## config.mk

```make
export PLATFORM = sky130hd
export DESIGN_NAME = gc_pressure_regulator_unit_flat
export DESIGN_NICKNAME = d
export VERILOG_FILES = /design/src/design/gcpr_pkg.sv /design/src/design/gcpr_if.sv /design/src/design/gc_pressure_regulator_unit.sv /design/src/design/gcpr_div.sv /design/src/flat_wrapper.sv
export SDC_FILE = /design/constraint.sdc
export NUM_CORES = 2
export LEC_CHECK = 0
export BUFFER_PORTS_ARGS = -buffer_cell sky130_fd_sc_hd__buf_2
export CORE_UTILIZATION = 60
export DETAILED_ROUTE_END_ITERATION = 10
export PLACE_DENSITY = 0.78
export SYNTH_ARGS = -nofsm -noshare
export SYNTH_HDL_FRONTEND = slang
export SYNTH_SLANG_ARGS = --single-unit
```

## constraint.sdc

```tcl
create_clock -name clk -period 10.8 [get_ports clk]
set_clock_uncertainty 0.2 [all_clocks]
set_input_delay 0.54 -clock clk [delete_from_list [all_inputs] [get_ports clk]]
set_output_delay 0.54 -clock clk [all_outputs]
set_load 0.005 [all_outputs]
```

## src/design/gcpr_pkg.sv

```systemverilog
`default_nettype none

package gcpr_pkg;

  // event codes
  localparam logic CMD_ALLOC   = 1'b0;
  localparam logic CMD_COLLECT = 1'b1;

  // integer divisor format
  localparam int          DIV_W        = 16;
  localparam logic [15:0] DIV_MAX      = 16'hFFFF;
  localparam logic [15:0] DIV_MIN      = 16'd1;
  localparam logic [15:0] DIV_RESET    = 16'd3;

  // integer part of the growth rate, held at 65536
  localparam int          GROWTH_INT_W   = 17;
  localparam logic [16:0] GROWTH_INT_MAX = 17'h10000;

  typedef struct packed {
    logic busy;
    logic done;
  } div_stat_t;

endpackage

`default_nettype wire

```

## src/design/gcpr_if.sv

```systemverilog
`default_nettype none

interface gcpr_in_if #(parameter int BW = 48);
  logic          valid;
  logic          ready;
  logic          cmd;
  logic [BW-1:0] alloc_bytes;
  logic [BW-1:0] heap_bytes;
  logic [BW-1:0] image_bytes;
  logic [BW-1:0] total_alloc_bytes;

  modport source (output valid, cmd, alloc_bytes, heap_bytes, image_bytes,
                  total_alloc_bytes, input ready);
  modport sink (input valid, cmd, alloc_bytes, heap_bytes, image_bytes,
                total_alloc_bytes, output ready);
endinterface

interface gcpr_out_if #(parameter int BW = 48);
  logic          valid;
  logic          ready;
  logic          collect_request;
  logic [15:0]   divisor;
  logic          divisor_changed;
  logic [BW-1:0] budget_left;

  modport source (output valid, collect_request, divisor, divisor_changed,
                  budget_left, input ready);
  modport sink (input valid, collect_request, divisor, divisor_changed,
                budget_left, output ready);
endinterface

interface gcpr_cfg_if;
  logic        valid;
  logic        ready;
  logic [15:0] data;

  modport source (output valid, data, input ready);
  modport sink (input valid, data, output ready);
endinterface

`default_nettype wire

```

## src/design/gc_pressure_regulator_unit.sv

```systemverilog
`default_nettype none

// channel  dir  handshake      payload
// item     in   valid/ready    cmd, alloc_bytes, heap_bytes, image_bytes, total_alloc_bytes
// result   out  valid/ready    collect_request, divisor, divisor_changed, budget_left
// cfg      in   valid/ready    data (min_divisor), always ready
//
// allocation event: result registered through the EVAL and EMIT states after the request is taken
// collection event with a rate update: passes EVAL, DIV when growth is divided, MUL, TGT,
// HYS and EMIT; the restoring divider in DIV produces one quotient bit per cycle
// one event at a time; the next request is taken while the last result waits
// synchronous reset restores the divisor 3, target 3.0 and a zero budget

module gc_pressure_regulator_unit import gcpr_pkg::*; #(
  parameter int BYTE_WIDTH = 48,
  parameter int FRAC_BITS  = 16
) (
  input  wire logic   clk,
  input  wire logic   rst,
  gcpr_in_if.sink     item,
  gcpr_out_if.source  result,
  gcpr_cfg_if.sink    cfg
);

  localparam int BW     = BYTE_WIDTH;
  localparam int FB     = FRAC_BITS;
  localparam int TW     = DIV_W + FB;
  localparam int GW     = GROWTH_INT_W + FB;
  localparam int PW     = DIV_W + GW;
  localparam int HYST_Q = ((6 << FRAC_BITS) / 10) + ((((6 << FRAC_BITS) % 10) >= 5) ? 1 : 0);

  localparam logic [GW-1:0] ONE_Q = GW'(1) << FB;
  localparam logic [TW:0]   HALF  = (TW+1)'(1) << (FB - 1);
  localparam logic [TW:0]   HYST  = (TW+1)'(HYST_Q);

  localparam logic [2:0] S_IDLE = 3'd0;
  localparam logic [2:0] S_EVAL = 3'd1;
  localparam logic [2:0] S_DIV  = 3'd2;
  localparam logic [2:0] S_MUL  = 3'd3;
  localparam logic [2:0] S_TGT  = 3'd4;
  localparam logic [2:0] S_HYS  = 3'd5;
  localparam logic [2:0] S_EMIT = 3'd6;

  logic [2:0]    state;
  logic [15:0]   min_div;
  logic [15:0]   cur_div;
  logic [TW-1:0] target;
  logic [BW-1:0] budget;
  logic [BW-1:0] prev_image;
  logic [BW-1:0] prev_total;
  logic          req_r;
  logic          chg_r;
  logic          div_used;
  logic          res_valid;

  logic          cmd_r;
  logic [BW-1:0] alloc_r;
  logic [BW-1:0] heap_r;
  logic [BW-1:0] image_r;
  logic [BW-1:0] total_r;
  logic [PW-1:0] prod;
  logic          res_req;
  logic [15:0]   res_div;
  logic          res_chg;
  logic [BW-1:0] res_budget;

  logic          item_take;
  logic          res_free;
  logic          img_up;
  logic          all_up;
  logic [BW-1:0] dimg;
  logic [BW-1:0] dall;
  logic          rate_ok;
  logic          div_go;
  logic          div_start;
  div_stat_t     div_st;
  logic [GW-1:0] growth;
  logic [GW-1:0] factor;
  logic [TW-1:0] nt;
  logic [TW:0]   tsum;
  logic [TW-1:0] cur_q;
  logic          hyst_fire;
  logic [TW:0]   rnd;
  logic [16:0]   d17;
  logic [15:0]   d_new;
  logic [15:0]   cfg_min;

  assign item_take = item.valid & item.ready;
  assign res_free  = ~res_valid | result.ready;
  assign item.ready = state == S_IDLE;
  assign cfg.ready  = 1'b1;
  assign cfg_min    = (cfg.data == 16'd0) ? DIV_MIN : cfg.data;

  // rate inputs from the change since the last collection
  assign img_up    = image_r >= prev_image;
  assign all_up    = total_r > prev_total;
  assign dimg      = img_up ? image_r - prev_image : prev_image - image_r;
  assign dall      = all_up ? total_r - prev_total : prev_total - total_r;
  assign rate_ok   = (prev_image != '0) && (total_r != prev_total);
  assign div_go    = rate_ok && (dimg != '0) && (img_up == all_up);
  assign div_start = (state == S_EVAL) && (cmd_r == CMD_COLLECT) && div_go;

  gcpr_div #(.BW(BW), .FB(FB)) u_div (
    .clk      (clk),
    .rst      (rst),
    .start    (div_start),
    .dividend (dimg),
    .divisor  (dall),
    .stat     (div_st),
    .quot     (growth)
  );

  assign factor = ONE_Q + (div_used ? growth : '0);

  // new target saturates at the largest target value
  assign nt   = (|prod[PW-1:TW]) ? {TW{1'b1}} : prod[TW-1:0];
  assign tsum = {1'b0, target} + {1'b0, nt};

  assign cur_q     = {cur_div, {FB{1'b0}}};
  assign hyst_fire = ({1'b0, target} > ({1'b0, cur_q} + HYST)) ||
                     ({1'b0, cur_q} > ({1'b0, target} + HYST));
  assign rnd       = {1'b0, target} + HALF;
  assign d17       = rnd[TW:FB];
  assign d_new     = d17[16] ? DIV_MAX : ((d17[15:0] == 16'd0) ? DIV_MIN : d17[15:0]);

  always_ff @(posedge clk) begin
    if (rst) begin
      state      <= S_IDLE;
      min_div    <= DIV_RESET;
      cur_div    <= DIV_RESET;
      target     <= {DIV_RESET, {FB{1'b0}}};
      budget     <= '0;
      prev_image <= '0;
      prev_total <= '0;
      req_r      <= 1'b0;
      chg_r      <= 1'b0;
      div_used   <= 1'b0;
      res_valid  <= 1'b0;
    end else begin
      if (cfg.valid && cfg.ready) begin
        min_div <= cfg_min;
        cur_div <= cfg_min;
        target  <= {cfg_min, {FB{1'b0}}};
      end
      if (res_valid && result.ready && (state != S_EMIT)) begin
        res_valid <= 1'b0;
      end
      unique case (state)
        S_IDLE: begin
          if (item_take) begin
            state <= S_EVAL;
          end
        end
        S_EVAL: begin
          chg_r    <= 1'b0;
          div_used <= div_go;
          if (cmd_r == CMD_ALLOC) begin
            if (alloc_r > budget) begin
              budget <= heap_r;
              req_r  <= 1'b1;
            end else begin
              budget <= budget - alloc_r;
              req_r  <= 1'b0;
            end
            state <= S_EMIT;
          end else begin
            req_r      <= 1'b0;
            budget     <= heap_r;
            prev_image <= image_r;
            prev_total <= total_r;
            if (!rate_ok) begin
              state <= S_EMIT;
            end else if (div_go) begin
              state <= S_DIV;
            end else begin
              state <= S_MUL;
            end
          end
        end
        S_DIV: begin
          if (div_st.done) begin
            state <= S_MUL;
          end
        end
        S_MUL: begin
          state <= S_TGT;
        end
        S_TGT: begin
          // a falling target only moves halfway down
          target <= (nt < target) ? tsum[TW:1] : nt;
          state  <= S_HYS;
        end
        S_HYS: begin
          if (hyst_fire) begin
            cur_div <= d_new;
            chg_r   <= 1'b1;
          end
          state <= S_EMIT;
        end
        S_EMIT: begin
          if (res_free) begin
            res_valid <= 1'b1;
            state     <= S_IDLE;
          end
        end
        default: begin
          state <= S_IDLE;
        end
      endcase
    end
  end

  always_ff @(posedge clk) begin
    if (item_take) begin
      cmd_r   <= item.cmd;
      alloc_r <= item.alloc_bytes;
      heap_r  <= item.heap_bytes;
      image_r <= item.image_bytes;
      total_r <= item.total_alloc_bytes;
    end
    if (state == S_MUL) begin
      prod <= PW'(min_div) * PW'(factor);
    end
    if ((state == S_EMIT) && res_free) begin
      res_req    <= req_r;
      res_div    <= cur_div;
      res_chg    <= chg_r;
      res_budget <= budget;
    end
  end

  assign result.valid           = res_valid;
  assign result.collect_request = res_req;
  assign result.divisor         = res_div;
  assign result.divisor_changed = res_chg;
  assign result.budget_left     = res_budget;

  a_div_only_in_wait: assert property (@(posedge clk) disable iff (rst)
    (div_st.busy || div_st.done) |-> (state == S_DIV))
    else $error("divider active outside its wait state");

  a_divisor_nonzero: assert property (@(posedge clk) disable iff (rst)
    result.valid |-> (result.divisor != 16'd0))
    else $error("zero divisor reported");

  a_req_chg_exclusive: assert property (@(posedge clk) disable iff (rst)
    result.valid |-> !(result.collect_request && result.divisor_changed))
    else $error("collect request and divisor change on one result");

  a_one_in_flight: assert property (@(posedge clk) disable iff (rst)
    item_take |=> !item.ready)
    else $error("second request taken while one is in flight");

endmodule

`default_nettype wire

```

## src/design/gcpr_div.sv

```systemverilog
`default_nettype none

module gcpr_div import gcpr_pkg::*; #(
  parameter int BW = 48,
  parameter int FB = 16
) (
  input  wire logic                         clk,
  input  wire logic                         rst,
  input  wire logic                         start,
  input  wire logic [BW-1:0]                dividend,
  input  wire logic [BW-1:0]                divisor,
  output div_stat_t                         stat,
  output logic      [GROWTH_INT_W+FB-1:0]   quot
);

  localparam int STEPS = BW + FB;
  localparam int CW    = $clog2(STEPS + 1);

  logic                    busy;
  logic                    done;
  logic [CW-1:0]           cnt;
  logic [BW-1:0]           rem;
  logic [BW-1:0]           dvd;
  logic [BW-1:0]           dvs;
  logic [GROWTH_INT_W-1:0] qint;
  logic                    ovf;
  logic [FB-1:0]           qfrac;

  logic          int_phase;
  logic          in_bit;
  logic [BW:0]   r2;
  logic [BW+1:0] diff;
  logic          ge;
  logic          last;

  // one restoring step per cycle: dividend bits first, then zeros for the fraction
  assign int_phase = cnt < CW'(BW);
  assign in_bit    = int_phase ? dvd[BW-1] : 1'b0;
  assign r2        = {rem, in_bit};
  assign diff      = {1'b0, r2} - {2'b00, dvs};
  assign ge        = ~diff[BW+1];
  assign last      = cnt == CW'(STEPS - 1);

  always_ff @(posedge clk) begin
    if (rst) begin
      busy <= 1'b0;
      done <= 1'b0;
      cnt  <= '0;
    end else begin
      done <= busy && !start && last;
      if (start) begin
        busy <= 1'b1;
        cnt  <= '0;
      end else if (busy) begin
        cnt <= cnt + CW'(1);
        if (last) begin
          busy <= 1'b0;
        end
      end
    end
  end

  always_ff @(posedge clk) begin
    if (start) begin
      rem   <= '0;
      dvd   <= dividend;
      dvs   <= divisor;
      qint  <= '0;
      ovf   <= 1'b0;
      qfrac <= '0;
    end else if (busy) begin
      rem <= ge ? diff[BW-1:0] : r2[BW-1:0];
      if (int_phase) begin
        dvd  <= {dvd[BW-2:0], 1'b0};
        qint <= {qint[GROWTH_INT_W-2:0], ge};
        ovf  <= ovf | qint[GROWTH_INT_W-1];
      end else begin
        qfrac <= {qfrac[FB-2:0], ge};
      end
    end
  end

  assign quot = {((ovf || (qint > GROWTH_INT_MAX)) ? GROWTH_INT_MAX : qint), qfrac};
  assign stat = '{busy: busy, done: done};

endmodule

`default_nettype wire

```

## src/flat_wrapper.sv

```systemverilog
// flat-port wrapper written by rule: the top's interface ports become plain ports
module gc_pressure_regulator_unit_flat import gcpr_pkg::*;
#(
  parameter int BYTE_WIDTH = 48,
  parameter int FRAC_BITS  = 16
)
  (clk, rst, item_valid, item_cmd, item_alloc_bytes, item_heap_bytes, item_image_bytes, item_total_alloc_bytes, item_ready, result_valid, result_collect_request, result_divisor, result_divisor_changed, result_budget_left, result_ready, cfg_valid, cfg_data, cfg_ready);
  gcpr_in_if #(.BW((48))) item_i ();
  gcpr_out_if #(.BW((48))) result_i ();
  gcpr_cfg_if cfg_i ();
  input  wire logic clk;
  input  wire logic rst;
  input wire logic [$bits(item_i.valid)-1:0] item_valid;
  input wire logic [$bits(item_i.cmd)-1:0] item_cmd;
  input wire logic [$bits(item_i.alloc_bytes)-1:0] item_alloc_bytes;
  input wire logic [$bits(item_i.heap_bytes)-1:0] item_heap_bytes;
  input wire logic [$bits(item_i.image_bytes)-1:0] item_image_bytes;
  input wire logic [$bits(item_i.total_alloc_bytes)-1:0] item_total_alloc_bytes;
  output wire logic [$bits(item_i.ready)-1:0] item_ready;
  output wire logic [$bits(result_i.valid)-1:0] result_valid;
  output wire logic [$bits(result_i.collect_request)-1:0] result_collect_request;
  output wire logic [$bits(result_i.divisor)-1:0] result_divisor;
  output wire logic [$bits(result_i.divisor_changed)-1:0] result_divisor_changed;
  output wire logic [$bits(result_i.budget_left)-1:0] result_budget_left;
  input wire logic [$bits(result_i.ready)-1:0] result_ready;
  input wire logic [$bits(cfg_i.valid)-1:0] cfg_valid;
  input wire logic [$bits(cfg_i.data)-1:0] cfg_data;
  output wire logic [$bits(cfg_i.ready)-1:0] cfg_ready;
  assign item_i.valid = item_valid;
  assign item_i.cmd = item_cmd;
  assign item_i.alloc_bytes = item_alloc_bytes;
  assign item_i.heap_bytes = item_heap_bytes;
  assign item_i.image_bytes = item_image_bytes;
  assign item_i.total_alloc_bytes = item_total_alloc_bytes;
  assign item_ready = item_i.ready;
  assign result_valid = result_i.valid;
  assign result_collect_request = result_i.collect_request;
  assign result_divisor = result_i.divisor;
  assign result_divisor_changed = result_i.divisor_changed;
  assign result_budget_left = result_i.budget_left;
  assign result_i.ready = result_ready;
  assign cfg_i.valid = cfg_valid;
  assign cfg_i.data = cfg_data;
  assign cfg_ready = cfg_i.ready;
  gc_pressure_regulator_unit #(.BYTE_WIDTH(BYTE_WIDTH), .FRAC_BITS(FRAC_BITS)) u_core (.clk(clk), .rst(rst), .item(item_i), .result(result_i), .cfg(cfg_i));
endmodule
```

# After elaboration in Yosys (flattened, before gate mapping)
# Index checks and enable logic that the tools add are counted.
word_totals:
  regBits: 710
  input_bits: 214
  output_inout_bits: 69
  elab_cells: 139
classes:
  addsub: 12
  mul: 1
  magnitude_cmp: 8
  n_eq_ne: 14
  mux: 38
  bitwise: 6
  n_reduce_logical: 30
ops:
  columns: ["operator", "n"]
  rows:
  - ["$mux 48", 8]
  - ["$sub 48x48->48", 5]
  - ["$mux 32", 4]
  - ["$add 32x16->33 const B", 3]
  - ["$gt 48x48->1", 2]
  - ["$mux 16", 6]
  - ["$reduce_bool 48->1", 2]
  - ["$gt 32x33->1", 2]
  - ["$sub 49x48->50", 1]
  - ["$mul 16x33->49", 1]
  - ["$ge 48x48->1", 1]
  - ["$ne 48x48->1", 1]
  - ["$add 17x33->33 const A", 1]
  - ["$add 32x32->33", 1]
  - ["$mux 33", 1]
  - ["$logic_not 16->1", 2]
  - ["$lt 32x32->1", 1]
  - ["$pmux 3 s7", 1]
  - ["$gt 17x17->1 const B", 1]
  - ["$mux 17", 1]
  - ["$reduce_or 17->1", 1]
  - ["$mux 3", 5]
  - ["$mux 1", 11]
  - ["$logic_and 1x1->1", 10]
  - ["21 further kinds", 37]

# Longest topological paths before layout
depth:
  depth_word: 9
  depth_mapped: 39
  mapped_depth_nobuf: 35

# Hierarchy
# Synthesis repeated with hierarchy kept, for this count alone.
unflattened:
  cells_unflattened: 7174
  hier_area_um2: 63704.8
modules_own_cells:
  columns: ["module", "n_inst", "cells_per_inst", "area_per_inst_um2", "seq_area_each_um2"]
  rows:
  - ["gc_pressure_regulator_unit", 1, 6106, 53268.6, 13553.0]
  - ["gcpr_div", 1, 1068, 10436.3, 4704.5]

# Least setup slack after synthesis
# Ideal clock, no wire load.
synth_path:
  kind: "reg2reg"
  startpoint: "register u_core.u_div.qint[2]"
  endpoint: "register u_core.prod[48] (data pin)"
  setup_time_ns: 0.264
  arrival_ns: 8.505
  required_time_ns: 10.336
  setup_slack_ns: 1.831
  stages_incl_launch_ff: 39
  path_buffers: 4
  synth_period_minus_slack_ns: 8.969
  path_cell_list: "dfxtp_1 -> clkbuf_1 -> nor4_1 -> nand4_1 -> nand2_1 -> and3b_1 -> clkbuf_1 -> nand2_1 -> clkbuf_1 -> inv_1 -> ha_1 -> nand4_1 -> nor4_1 -> nand4_1 -> xor2_1 -> nor2_1 -> clkbuf_1 -> nand2_1 -> [... 3 more ...] -> inv_1 -> fa_1 -> fa_1 -> inv_1 -> fa_1 -> inv_1 -> ha_1 -> a21o_1 -> a21o_1 -> a21oi_1 -> o21ai_0 -> a21o_1 -> o41ai_1 -> o21ai_0 -> nand2_1 -> nand2_1 -> a221oi_1 -> xnor2_1"
synth_between:
  elab_chain_len: 6
synth_lines:
  columns: ["element", "line_no", "rtl"]
  rows:
  - ["from (decl)", "gcpr_div.sv:25", "logic [GROWTH_INT_W-1:0] qint;"]
  - ["from (signal assigned)", "gcpr_div.sv:75", "qint <= {qint[GROWTH_INT_W-2:0], ge};"]
  - ["$gt 17x17->1", "gcpr_div.sv:83", "assign quot = {((ovf || (qint > GROWTH_INT_MAX)) ? GROWTH_INT_MAX : qint), qfrac};"]
  - ["$logic_or 1x1->1", "gcpr_div.sv:83", null]
  - ["$mux 17 (*)", "gcpr_div.sv:83", null]
  - ["$mux 33 (*)", "gc_pressure_regulator_unit.sv:113", "assign factor = ONE_Q + (div_used ? growth : '0);"]
  - ["$add 17x33->33 (*)", "gc_pressure_regulator_unit.sv:113", null]
  - ["$mul 16x33->49 (*)", "gc_pressure_regulator_unit.sv:222", "prod <= PW'(min_div) * PW'(factor);"]
  - ["to (signal assigned)", "gc_pressure_regulator_unit.sv:222", null]
  - ["to (decl)", "gc_pressure_regulator_unit.sv:61", "logic [PW-1:0] prod;"]
# Every way passes the cells marked *; elsewhere a longest branch is shown, timed or not.
# A chain may end at the register's enable or synchronous reset.

# Final worst setup path
layout_path:
  startpoint: "register u_core.u_div.qint[10]"
  endpoint: "register u_core.prod[41] (data pin)"
# Same word-level chain as after synthesis.

==> metrics <==
worst endpoint required time=11.02 ns; non-filler cells, final=8935; number of vias per cell=6.045; footprint of the multi-input gates=0.04016 mm²; FF+latch area=0.01826 mm²; Clock Path Buffers=3; Worst Path Arrival=10.01 ns; CP Capture Type=register; syn_nets=8390; fin. max-slew vios=0; largest net degree at the start of global routing=104; IO buf count=281; Rel. slew slack=16.96%; hpwl dp=134700 µm; clock sink total=710; Netlist Area Pre-Place=0.06319 mm²; DP Worst Slack=1.057 ns; min cycle time layout=9.790 ns; row count=118; max cap viols=0; cell mode on critical path=fa_1; number of fill cells=8290; Nets=8643; cts repair resizes=0; power per cell area=201.0 mW/mm²; Seq/Total Area, Yosys=28.89%; EDFF count, synth=404; R2R Path Start=u_core.u_div.qint[10]$_SDFFE_PP0P_; CTS tree=yes; Slowest-stage cell, CP=nor2_1; crit share post-route=90.65%; clock root buffer=clkbuf_16; top cells by area, synth=edfxtp_1 19%, fa_1 14%, ha_1 10%; Endpoint, Worst Hold=u_core.cur_div[15]$_SDFF_PP0_; Setup crit start kind=register; Die Ht=326.5 µm; Crit Path Class=register to register; Routed Antenna Nets=0; CORE AREA=0.1039 mm²; yosys warns=0; Largest Register=u_core.prod; Starting DRT DRC Count=4982; prevailing post-synth register cell=edfxtp_1; commonest non-fill, non-tap cell in the layout=nand2_1; max reg flops=49; Synth Register Bits=710; clk_lat worst skew=0.68 ns; routed wire length=183200 µm; Reg clk slew, reported paths=0.06 ns; First-pass DRT Iterations=9; clock buffers created by TritonCTS=80; initial antenna violation count=6; Slowest Stage Delay on Critical Path=0.62 ns; Syn-to-layout area delta=10.90%; Hold Vio Cnt, Final=0; Hold Crit Depth=3; final worst slack=1.010 ns; Worst Max-Slew Pin Slew=1.244 ns; register-to-register setup slack=1.01 ns; Worst R2R End=u_core.prod[41]$_DFFE_PP_; Critical Path Fanout Max=18; leak pwr=30.07 nW; total gr overflow=0; IO Count=283; status=finished, final reports clean; ys async rst share=0%; global-route wire length before repair=289300 µm; Placer Congestion=0.9886; die area=0.1066 mm²; R2R depth=33; setup TNS=0 ns; WL per Instance=20.50 µm; Clock H-tree levels=3; Mapped Avg Cell Area=8.742 µm²; Hold Crit Start=cfg_data[15]; commonest non-fill, non-tap cells in the layout=936 x nand2_1, 896 x inv_1, 647 x a21oi_1; Synth top area share=19.20%; share of layout cells above drive strength 1=8.253%; worst vdd ir=0.1675 mV; placed cell count=8585; Hold Crit Class=primary input to register; CP Buf/Inv Count=6; die width=326.5 µm; Synth area leader=edfxtp_1; global-route usage over all layers=33.96%; Pwr Total=14.09 mW; vias in the first global route=53490; CP delay by family, top=adder cells; Final setup viols=0; post-synth cell types=90; Cells after Synth=7229; RSZ-0062 raised after global routing=no; DR DRC count=0; Via Count=54010; Fmax=0.1021 GHz; Starting Density=60.80%
layout make-up:
class | instances | share of cell area [%]
inverters | 899 | 4.826
well taps | 1380 | 2.464
clock buffers | 108 | 3.135
flip-flops and latches | 710 | 26.06
clock inverters | 41 | 0.6749
repair buffers | 542 | 5.511
diodes | 6 | 0.02142
multi-input cells | 5249 | 57.31
layer usage:
layer / wire (µm) / GRT usage [%] / vias to the layer above
li1: - / - / 25130
met1: 74050 / 43.74 / 26020
met2: 85370 / 55.54 / 2284
met3: 12800 / 4.694 / 578
met4: 10960 / 18.24 / 0
met5: 0 / 0 / -
kinds of logic (layout without fill, tap and decap cells):
| kind of cell | Yosys count | in the layout | share of synthesized area [%] |
|---|---|---|---|
| mux | 92 | 92 | 1.685 |
| simple gates | 2217 | 2217 | 16.58 |
| fa+ha+maj | 947 | 947 | 23.97 |
| buf+inv | 1270 | 1590 | 7.702 |
| flops | 710 | 710 | 28.89 |
| compound gates | 1693 | 1693 | 17.03 |
| other cells | 1 | 7 | 0.005934 |
| xor+xnor | 299 | 299 | 4.144 |
stage by stage:
step	hold slack (ns)	utilization (%)	area (µm²)
3_3_place_gp	0.2157	62.96	65450
4_1_cts	0.06077	67.41	70070
3_5_place_dp	0.2290	62.96	65450
5_1_grt	0.1066	67.42	70080
2_1_floorplan	0.2081	-	63190
6_report	0.09417	67.43	70080
power breakdown:
part | switching, mW | leakage (nW) | internal, mW | total, mW
registers | 0.471 | 6.25 | 3.63 | 4.10
clock network | 1.22 | 1.29 | 1.58 | 2.79
logic | 4.50 | 22.5 | 2.69 | 7.20
total | 6.19 | 30.1 | 7.90 | 14.1
cell usage after synthesis (all sizes together), types with 36 or more instances:
cell      n
nand4    92
nor3    107
edfxtp  404
and3    117
o211ai   52
a21o    181
nand2b   56
a211oi  130
nor2    388
buf      55
fa      439
nand3    94
mux2     37
o21bai   69
xor2     84
and2    158
clkbuf  316
a31oi    38
dfxtp   306
xnor2   215
mux2i    55
nor4     58
inv     898
a21oi   647
nor2b    61
or2      55
o21a     36
nand2   938
ha      508
o21ai   290
worst register-to-register path: cells and delay by family, from the launching register on:
kind | cells | cell delay [ns]
adders and majority gates | 8 | 3.58
xor gates and xnor gates | 2 | 0.26
buffers and inverters | 6 | 0.72
AOI/OAI and AO/OA | 6 | 1.59
DFF | 1 | 0.36
and+or+nand+nor | 11 | 2.84
timing repair:
action                    in CTS  in global routing
hold buffers                 195                  0
hold endpoints to repair     195                  0
setup buffers                  0                  0
worst max path at each step:
stage,start,end,cells past startpoint
floorplan,u_core.u_div.qint[2]$_SDFFE_PP0P_,u_core.prod[48]$_DFFE_PP_,38
global placement,u_core.u_div.qint[10]$_SDFFE_PP0P_,u_core.prod[48]$_DFFE_PP_,35
detailed placement,u_core.u_div.qint[10]$_SDFFE_PP0P_,u_core.prod[41]$_DFFE_PP_,33
CTS,u_core.u_div.qint[10]$_SDFFE_PP0P_,u_core.prod[41]$_DFFE_PP_,33
global route,u_core.u_div.qint[10]$_SDFFE_PP0P_,u_core.prod[41]$_DFFE_PP_,33
finish,u_core.u_div.qint[10]$_SDFFE_PP0P_,u_core.prod[41]$_DFFE_PP_,33
No activity file was read; power rests on OpenSTA's default activity.
